==> config.mk <==
export PLATFORM = sky130hd
export DESIGN_NAME = grc_front
export DESIGN_NICKNAME = d
export VERILOG_FILES = /design/src/rtl/grc_pkg.sv /design/src/rtl/grc_front.sv
export SDC_FILE = /design/constraint.sdc
export NUM_CORES = 1
export LEC_CHECK = 0
export BUFFER_PORTS_ARGS = -buffer_cell sky130_fd_sc_hd__clkbuf_2
export CORE_UTILIZATION = 56
export CTS_CLUSTER_DIAMETER = 100
export DETAILED_ROUTE_END_ITERATION = 6
export PLACE_DENSITY = 0.83
export SETUP_SLACK_MARGIN = 0.1
export SYNTH_ARGS = -nofsm -noshare
export SYNTH_HDL_FRONTEND = slang
export SYNTH_SLANG_ARGS = --single-unit
export TNS_END_PERCENT = 5
==> constraint.sdc <==
create_clock -name i_clk -period 4.5 [get_ports i_clk]
set_clock_uncertainty 0.15 [all_clocks]
set_input_delay 0.45 -clock i_clk [delete_from_list [all_inputs] [get_ports i_clk]]
set_output_delay 0.45 -clock i_clk [all_outputs]
set_load 0.005 [all_outputs]
==> src/rtl/grc_pkg.sv <==
package grc_pkg;

    localparam int MAP_SIDE   = 64;
    localparam int MAP_BITS   = 6;
    localparam int ADDR_BITS  = 2 * MAP_BITS;
    localparam int FRAC_BITS  = 10;
    localparam int QSH        = 30;
    localparam int ANG_BITS   = 12;
    localparam int POS_BITS   = 16;
    localparam int DIST_BITS  = 17;
    localparam int WALK_STEPS = 2 * MAP_SIDE + 4;
    localparam int CORDIC_N   = 30;

    localparam logic [DIST_BITS-1:0] MAX_DIST_RESET = 17'd20480;
    localparam logic signed [33:0]   CORDIC_K       = 34'sd652032874;

    localparam logic KIND_WRITE = 1'b0;
    localparam logic KIND_CAST  = 1'b1;

    typedef struct packed {
        logic                kind;
        logic [MAP_BITS-1:0] cell_col;
        logic [MAP_BITS-1:0] cell_row;
        logic                cell_solid;
        logic [POS_BITS-1:0] pos_x;
        logic [POS_BITS-1:0] pos_y;
        logic [ANG_BITS-1:0] azimuth;
    } t_word;

    typedef struct packed {
        logic  valid;
        t_word word;
    } t_fb;

    typedef struct packed {
        logic pop;
        logic clearing;
    } t_bf;

    function automatic logic [31:0] atan_turn(input logic [4:0] idx);
        logic [31:0] v;
        unique case (idx)
            5'd0:  v = 32'h20000000;
            5'd1:  v = 32'h12E4051D;
            5'd2:  v = 32'h09FB385B;
            5'd3:  v = 32'h051111D4;
            5'd4:  v = 32'h028B0D43;
            5'd5:  v = 32'h0145D7E1;
            5'd6:  v = 32'h00A2F61E;
            5'd7:  v = 32'h00517C55;
            5'd8:  v = 32'h0028BE53;
            5'd9:  v = 32'h00145F2E;
            5'd10: v = 32'h000A2F98;
            5'd11: v = 32'h000517CC;
            5'd12: v = 32'h00028BE6;
            5'd13: v = 32'h000145F3;
            5'd14: v = 32'h0000A2F9;
            5'd15: v = 32'h0000517C;
            5'd16: v = 32'h000028BE;
            5'd17: v = 32'h0000145F;
            5'd18: v = 32'h00000A2F;
            5'd19: v = 32'h00000517;
            5'd20: v = 32'h0000028B;
            5'd21: v = 32'h00000145;
            5'd22: v = 32'h000000A2;
            5'd23: v = 32'h00000051;
            5'd24: v = 32'h00000028;
            5'd25: v = 32'h00000014;
            5'd26: v = 32'h0000000A;
            5'd27: v = 32'h00000005;
            5'd28: v = 32'h00000002;
            5'd29: v = 32'h00000001;
            default: v = 32'h0;
        endcase
        return v;
    endfunction

endpackage

==> src/rtl/grc_front.sv <==
module grc_front import grc_pkg::*; (
    input  logic                i_clk,
    input  logic                i_rst_n,
    input  logic                i_valid,
    output logic                o_ready,
    input  logic                i_kind,
    input  logic [MAP_BITS-1:0] i_cell_col,
    input  logic [MAP_BITS-1:0] i_cell_row,
    input  logic                i_cell_solid,
    input  logic [POS_BITS-1:0] i_pos_x,
    input  logic [POS_BITS-1:0] i_pos_y,
    input  logic [ANG_BITS-1:0] i_azimuth,
    output t_fb                 o_fb,
    input  t_bf                 i_bf
);

    t_word      r_q [2];
    logic       r_wp;
    logic       r_rp;
    logic [1:0] r_cnt;
    logic       push;
    logic       pop;
    t_word      w_in;

    assign o_ready = (r_cnt != 2'd2) && !i_bf.clearing;
    assign push    = i_valid && o_ready;
    assign pop     = i_bf.pop && (r_cnt != 2'd0);

    always_comb begin
        w_in.kind       = (i_kind == KIND_CAST) ? KIND_CAST : KIND_WRITE;
        w_in.cell_col   = i_cell_col;
        w_in.cell_row   = i_cell_row;
        w_in.cell_solid = i_cell_solid;
        w_in.pos_x      = i_pos_x;
        w_in.pos_y      = i_pos_y;
        w_in.azimuth    = i_azimuth;
    end

    always_ff @(posedge i_clk) begin
        if (!i_rst_n) begin
            r_wp  <= 1'b0;
            r_rp  <= 1'b0;
            r_cnt <= 2'd0;
        end else begin
            if (push) r_wp <= ~r_wp;
            if (pop) r_rp <= ~r_rp;
            r_cnt <= r_cnt + {1'b0, push} - {1'b0, pop};
        end
    end

    always_ff @(posedge i_clk) begin
        if (push) r_q[r_wp] <= w_in;
    end

    assign o_fb.valid = (r_cnt != 2'd0);
    assign o_fb.word  = r_q[r_rp];

endmodule

==> metrics.txt, run 1 <==
Distinct cells, synth=24; CP required=approximately 4 ns; CTS tree=yes; Cell Pwr Density=around 550 nW/µm²; # fillers=about 380; via count=approximately 2.6k; clock sink count=approximately 120; Flop pwr share=between 40% and 50%; Slew Viols, Final=0; Final Util=82.8%; Routed Antenna Nets=0; port bufs=around 120; period utilization=around 57%; Avg Inst Size Synth=about 22 µm²; All-Layer GR Usage=21.8%; clock root buffer=clkbuf_8; Worst Setup Path Type=reg2out; gpl congestion=slightly above 0.7; TritonCTS buffer count=17; num ports=around 120; synthesis-to-layout area growth=42.9%; CP endpoint kind=output port; Worst-Margin Slew=about 0.9 ns; Min-Delay Path Depth=1; syn nets=273; largest net degree at the start of global routing=between 50 and 60; Inst Count DP=428; Final nets=approximately 470; Design Area, Final=about 6400 µm²; slowest cell delay on critical path=approximately 0.93 ns; Clk network pwr share=a little over two fifths; final hold vios=0; Finished Layout Cells=516; vias per cell=4.98; Worst EP arrival=between 1.5 and 2 ns; Mapped Cells=between 200 and 250; r2r startpoint=r_cnt[0]; number of global-route vias before repair=around 2.7k; status=completed; crit path max fanout=58; Max transition margin=around two fifths; die span in y=~92 µm; combinational power share=roughly 17%; total wire length=between 8000 and 9000 µm; initial antenna violation count=0; synth warn=0; P_leak=between 2 and 3 nW; grt ovf=0; Post-CTS Resized=0; Fin Setup TNS=0 ns; minimum clock period=between 2 and 3 ns; total die area=roughly 8400 µm²; diode count=0; Max-Cap Viols=0; Pre-antenna DRT Iters=4; drt wl/cell=between 15 and 20 µm; first-pass GRT wire length=between 10000 and 15000 µm; Max Fclk=~390 MHz; clock latency on the worst-skew pair=about 0.49 ns; area of the multi-input gates=roughly 870 µm²; post-synthesis register bit count=around 120; Final setup viols=0; worst hold path type=in2reg; fraction of layout cells with a size suffix above 1=about 53%; internal power=2.75 mW; Chip Width=around 92 µm; sequential area share after synthesis=around 80%; Initial Util=between 50 and 60%; initial DRC count=about 160; critical path's slowest cell=dfxtp_4; sw frac=~22%; Placed Area=roughly 5200 µm²; Cell Area, Synth=~4500 µm²; hpwl dp=4600 µm; Worst setup SP type=register; Final Power=~3.5 mW; Worst VDD drop=0.464 mV; Register-to-Register Path Depth=4; clk buf depth=2; hold buffer count at cts=56; DRC Markers=0; crit-path cells=mux2_2 > clkbuf_2; row count=32; core box area=about 8000 µm²; clock-pin slew on the worst setup and hold paths=0.05 ns; post-CTS setup buffers=0; Sw Pwr=roughly 790 µW; Hold Startpoint=i_pos_y[10]; register area=3590 µm²; CTS H-Tree Depth=4; unrepaired setup endpoints after global routing=no
[logic make-up (layout without fill, tap and decap cells)]
family | count (synthesis) | after routing | share of synthesized area [%]
xor+xnor | 2 | 2 | 0.389
flops | 121 | 121 | 79.6
buf+inv | 9 | 215 | 1.25
fa+ha+maj | 2 | 2 | 0.555
mux | 58 | 58 | 16.2
compound gates | 3 | 3 | 0.389
simple gates | 13 | 13 | 1.69
[placed cells by master (no fill, tap or decap), types with 2 or more instances in the layout]
cell	synthesis	routed
clkbuf_2	0	122
dlygate4sd3_1	0	56
mux2_2	38	38
nor2_1	4	4
edfxtp_1	116	116
buf_4	1	2
clkbuf_8	0	2
inv_1	3	2
ha_1	2	2
bufinv_16	0	6
clkinv_2	0	2
mux2_4	20	20
clkbuf_1	0	2
clkbuf_16	0	16
clkinvlp_4	0	3
dfxtp_1	5	4
[power groups by stage]
stage | clock (mW) | sequential (mW) | combinational, mW
floorplan | 0 | 1.39 | 0.422
global placement | 0 | 1.48 | 0.550
detailed placement | 0 | 1.48 | 0.556
CTS | 1.49 | 1.46 | 0.600
global route | 1.54 | 1.48 | 0.657
finish | 1.48 | 1.46 | 0.608
[flip-flops by register name, summed over array words and instances, names as in the netlist, named ones only]
signal,cells
r_rp,1
r_wp,1
r_cnt,2
r_q,116
[critical path: cells and delay by family (launching register included)]
| kind | cells | cell delay [ns] |
|---|---|---|
| buffers and inverters | 1 | 0.12 |
| DFF | 1 | 0.93 |
| muxes | 1 | 0.44 |
[stage by stage]
stage,hold WS [ns],setup WS (ns)
6_report,0.0263,1.92
5_1_grt,0.00276,1.81
4_1_cts,0.00398,1.87
3_5_place_dp,0.360,1.94
3_3_place_gp,0.324,1.97
2_1_floorplan,0.308,1.85
[cell type report]
type / count / share of cell area (%)
Clock inverter: 12 / 3.44
Multi-Input combinational cell: 78 / 13.5
Timing Repair Buffer: 180 / 18.4
Inverter: 3 / 0.175
Clock buffer: 20 / 6.77
Tap cell: 102 / 1.98
Sequential cell: 121 / 55.7
[path summary, 6_finish.rpt]
kind	slack [ns]	to
worst max-delay path	1.92	o_fb[22]
worst min-delay path	0.03	r_q[1][22]
worst max register to register	2.09	r_q[1][8]
worst min register to register	0.38	r_wp
[cells in the mapped netlist]
library cell    n  area, µm²
buf_2           3       15.0
mux2_4         20        300
xnor2_1         1       8.76
or3_1           1       6.26
nor3_1          1       5.00
nor2b_4         1       13.8
nor2_1          4       15.0
mux2_2         38        428
a21oi_1         1       5.00
o21a_1          1       7.51
inv_1           3       11.3
and2_2          1       7.51
o21ai_0         1       5.00
edfxtp_1      116       3480
dfxtp_1         5        100
buf_4           1       7.51
and2_1          1       6.26
ha_1            2       25.0
and3_1          1       6.26
buf_6           2       22.5
nand2_1         1       3.75
nand2b_1        1       6.26
xor2_1          1       8.76
or2_2           1       6.26
[metal layers]
metal | share of wire, % | GRT usage (%) | up-vias | wire length [µm]
li1 | - | - | 1208 | -
met1 | 38 | 24.7 | 1248 | 3250
met2 | 54 | 38.0 | 106 | 4640
met3 | 6.4 | 7.79 | 10 | 546
met4 | 1.5 | 8.20 | 0 | 131
met5 | 0 | 0 | - | 0
Note: power is estimated with default switching activity, not from simulation.
==> run 2, diff against run 1 <==
--- a/config.mk
+++ b/config.mk
@@ -5,11 +5,12 @@
 export SDC_FILE = /design/constraint.sdc
 export NUM_CORES = 1
 export LEC_CHECK = 0
+export ABC_AREA = 1
 export BUFFER_PORTS_ARGS = -buffer_cell sky130_fd_sc_hd__clkbuf_2
-export CORE_UTILIZATION = 56
+export CORE_UTILIZATION = 47
 export CTS_CLUSTER_DIAMETER = 100
 export DETAILED_ROUTE_END_ITERATION = 6
-export PLACE_DENSITY = 0.83
+export PLACE_DENSITY = 0.74
 export SETUP_SLACK_MARGIN = 0.1
 export SYNTH_ARGS = -nofsm -noshare
 export SYNTH_HDL_FRONTEND = slang
==> constraint.sdc (replaced) <==
create_clock -name i_clk -period 2.35 [get_ports i_clk]
set_clock_uncertainty 0.15 [all_clocks]
set_input_delay 0.235 -clock i_clk [delete_from_list [all_inputs] [get_ports i_clk]]
set_output_delay 0.235 -clock i_clk [all_outputs]
set_load 0.005 [all_outputs]
==> run 2 against run 1 <==
Net effect: die area is 19% higher; sequential share of layout area is 1.0 points lower; combinational power is 86% higher; wire length is 1.5% lower; largest cell class unchanged.
==> metrics.txt, run 2 <==
status=completed; via count=approximately 2.6k; routed wl met3=430 µm; P_leak=~2.6 nW; post-synthesis mux area share=16.1%; fraction of layout cells with a size suffix above 1=51.0%; Finished Layout Cells=~560; largest net degree at the start of global routing=42; diode count=0; Min-Delay Path Depth=5; clock latency on the worst-skew pair=0.50 ns; vias per cell=roughly 4.7; commonest non-fill, non-tap cell in the layout=clkbuf_2; r2r startpoint=r_cnt[0]; clock root buffer=clkbuf_8; period utilization=about nine tenths; first-pass GRT wire length=about 13000 µm; Final Power=around 6.3 mW; post-CTS setup buffers=0; Routed Antenna Nets=0; reg2reg end=r_cnt[1]; hpwl dp=between 5000 and 6000 µm; adder-cell share of the synthesized area=0.554%; initial DRC count=106; Worst EP arrival=approximately 1.8 ns; sequential area share after synthesis=79.3%; Final setup viols=0; gpl congestion=between 0.7 and 0.8; crit path max fanout=18; Worst VDD drop=approximately 0.67 mV; DRC Markers=0; TritonCTS buffer count=17; max reg flops=about 120; Final Util=a little over two thirds; All-Layer GR Usage=18.4%; Fin Setup TNS=0 ns; Distinct cells, synth=14; Hold Path End=r_wp; number of global-route vias before repair=2837; CTS tree=yes; Max-Cap Viols=0; CP required=slightly below 2 ns; Synth Area in XOR/XNOR=0%; asr flop ratio synth=0%; row count=35; Pre-antenna DRT Iters=6; Max Fclk=465 MHz; Cell Pwr Density=960 nW/µm²; Slew Viols, Final=0; Synth Flop Type=edfxtp_1; Register-to-Register Path Depth=10; max layer used=met4; Cell Area, Synth=between 4000 and 5000 µm²; cell type with the highest aggregate area in the netlist=edfxtp_1; core box area=just over 9000 µm²; unrepaired setup endpoints after global routing=no; top cells by area in the synthesized netlist=edfxtp_1, mux2_2, mux2_4, dfxtp_1, inv_1; Reg2Reg Setup Slack=around 0.45 ns; area share of and/or/nand/nor cells after synthesis=1.72%; num ports=roughly 120; number of synthesized flops with an enable pin=around 120; syn nets=around 280; port bufs=122; total die area=around 10000 µm²; Worst setup SP type=register; setup slack at placement=0.517 ns; total wire length=around 8400 µm; Post-CTS Resized=0; clk buf depth=2; Mapped Cells=219; Inst Count DP=between 400 and 500; die span in y=100 µm; share of the synthesized area in the top cell type=~77%; count leader, synth=edfxtp_1; Chip Width=about 100 µm; Placed Area=between 5000 and 6000 µm²; CP endpoint kind=output port; post-synthesis register bit count=121; worst hold path type=in2reg; initial antenna violation count=0; synth warn=0; Metal-1 WL=3470 µm; largest family of logic cells by synthesized area=multiplexers; Initial Util=between 40% and 50%; met2 wire len=roughly 4500 µm; hold_ws=just under 0.08 ns; Avg Inst Size Synth=roughly 21 µm²; biggest regs=r_q x116, r_cnt x2; synth cell count leaders=edfxtp_1, mux2_2, mux2_4; drt wl/cell=around 15 µm; CTS H-Tree Depth=4; clock-pin slew on the worst setup and hold paths=about 0.060 ns; Top reg by flops=r_q; PnR worst setup slack=~0.20 ns; Final nets=between 400 and 500; final hold vios=0; Compound-Gate Fraction of Synth Area=less than 1%; Worst-Margin Slew=between 0.4 and 0.5 ns; minimum clock period=around 2.2 ns; Hold Startpoint=i_bf[0]; Max transition margin=around two thirds; synthesis-to-layout area growth=45.1%; Worst Setup Path Type=reg2out; most frequent cells in the layout=clkbuf_2, edfxtp_1, dlygate4sd3_1, mux2_2, mux2_4; grt ovf=0; clock sink count=~120; Design Area, Final=around 6600 µm²
-- run 2: cells by family (layout without fill, tap and decap cells) --
kind of cell / after synthesis / after routing
flops: 121 / 121
mux: 58 / 58
buf+inv: 16 / 232
fa+ha+maj: 2 / 2
simple gates: 19 / 19
compound gates: 3 / 3
-- run 2: worst max-delay path, stage by stage, from the launching register on --
cell,delay [ns]
dfxtp_4,0.52
buf_4,0.27
mux2_2,0.36
clkbuf_2,0.11
-- run 2: timing repair --
action / in CTS / in global routing
hold buffers: 61 / 0
endpoints found under the hold margin: 121 / 0
endpoints found under the setup margin: 0 / 0
-- run 2: layout make-up --
cell class	instances	area [µm²]
Clock buffer	17	414
Fill cell	635	2730
Clock inverter	15	178
Timing Repair Buffer	190	1320
Multi-Input combinational cell	82	856
Inverter	10	37.5
Sequential cell	121	3590
Tap cell	129	161
-- run 2: power by group --
part           switching, mW  internal (mW)
sequential            0.0888           2.56
clock                  0.910           1.61
combinational          0.488          0.642
total                   1.49           4.81
-- run 2: per-layer routing --
layer  global-route usage (%)  up-vias
met5                        0        -
li1                         -     1251
met3                     5.99        8
met1                     20.6     1268
met4                     7.80        0
met2                     32.2      100
-- run 2: how the worst max path moves through the flow --
stage                  start   endpoint  slack [ns]
floorplan           r_cnt[0]  r_q[1][0]        0.09
finish              register   o_fb[14]        0.20
CTS                 register   o_fb[14]        0.16
global route        register   o_fb[14]        0.11
global placement    r_cnt[0]  r_q[1][1]        0.64
detailed placement  r_cnt[0]   r_cnt[1]        0.52
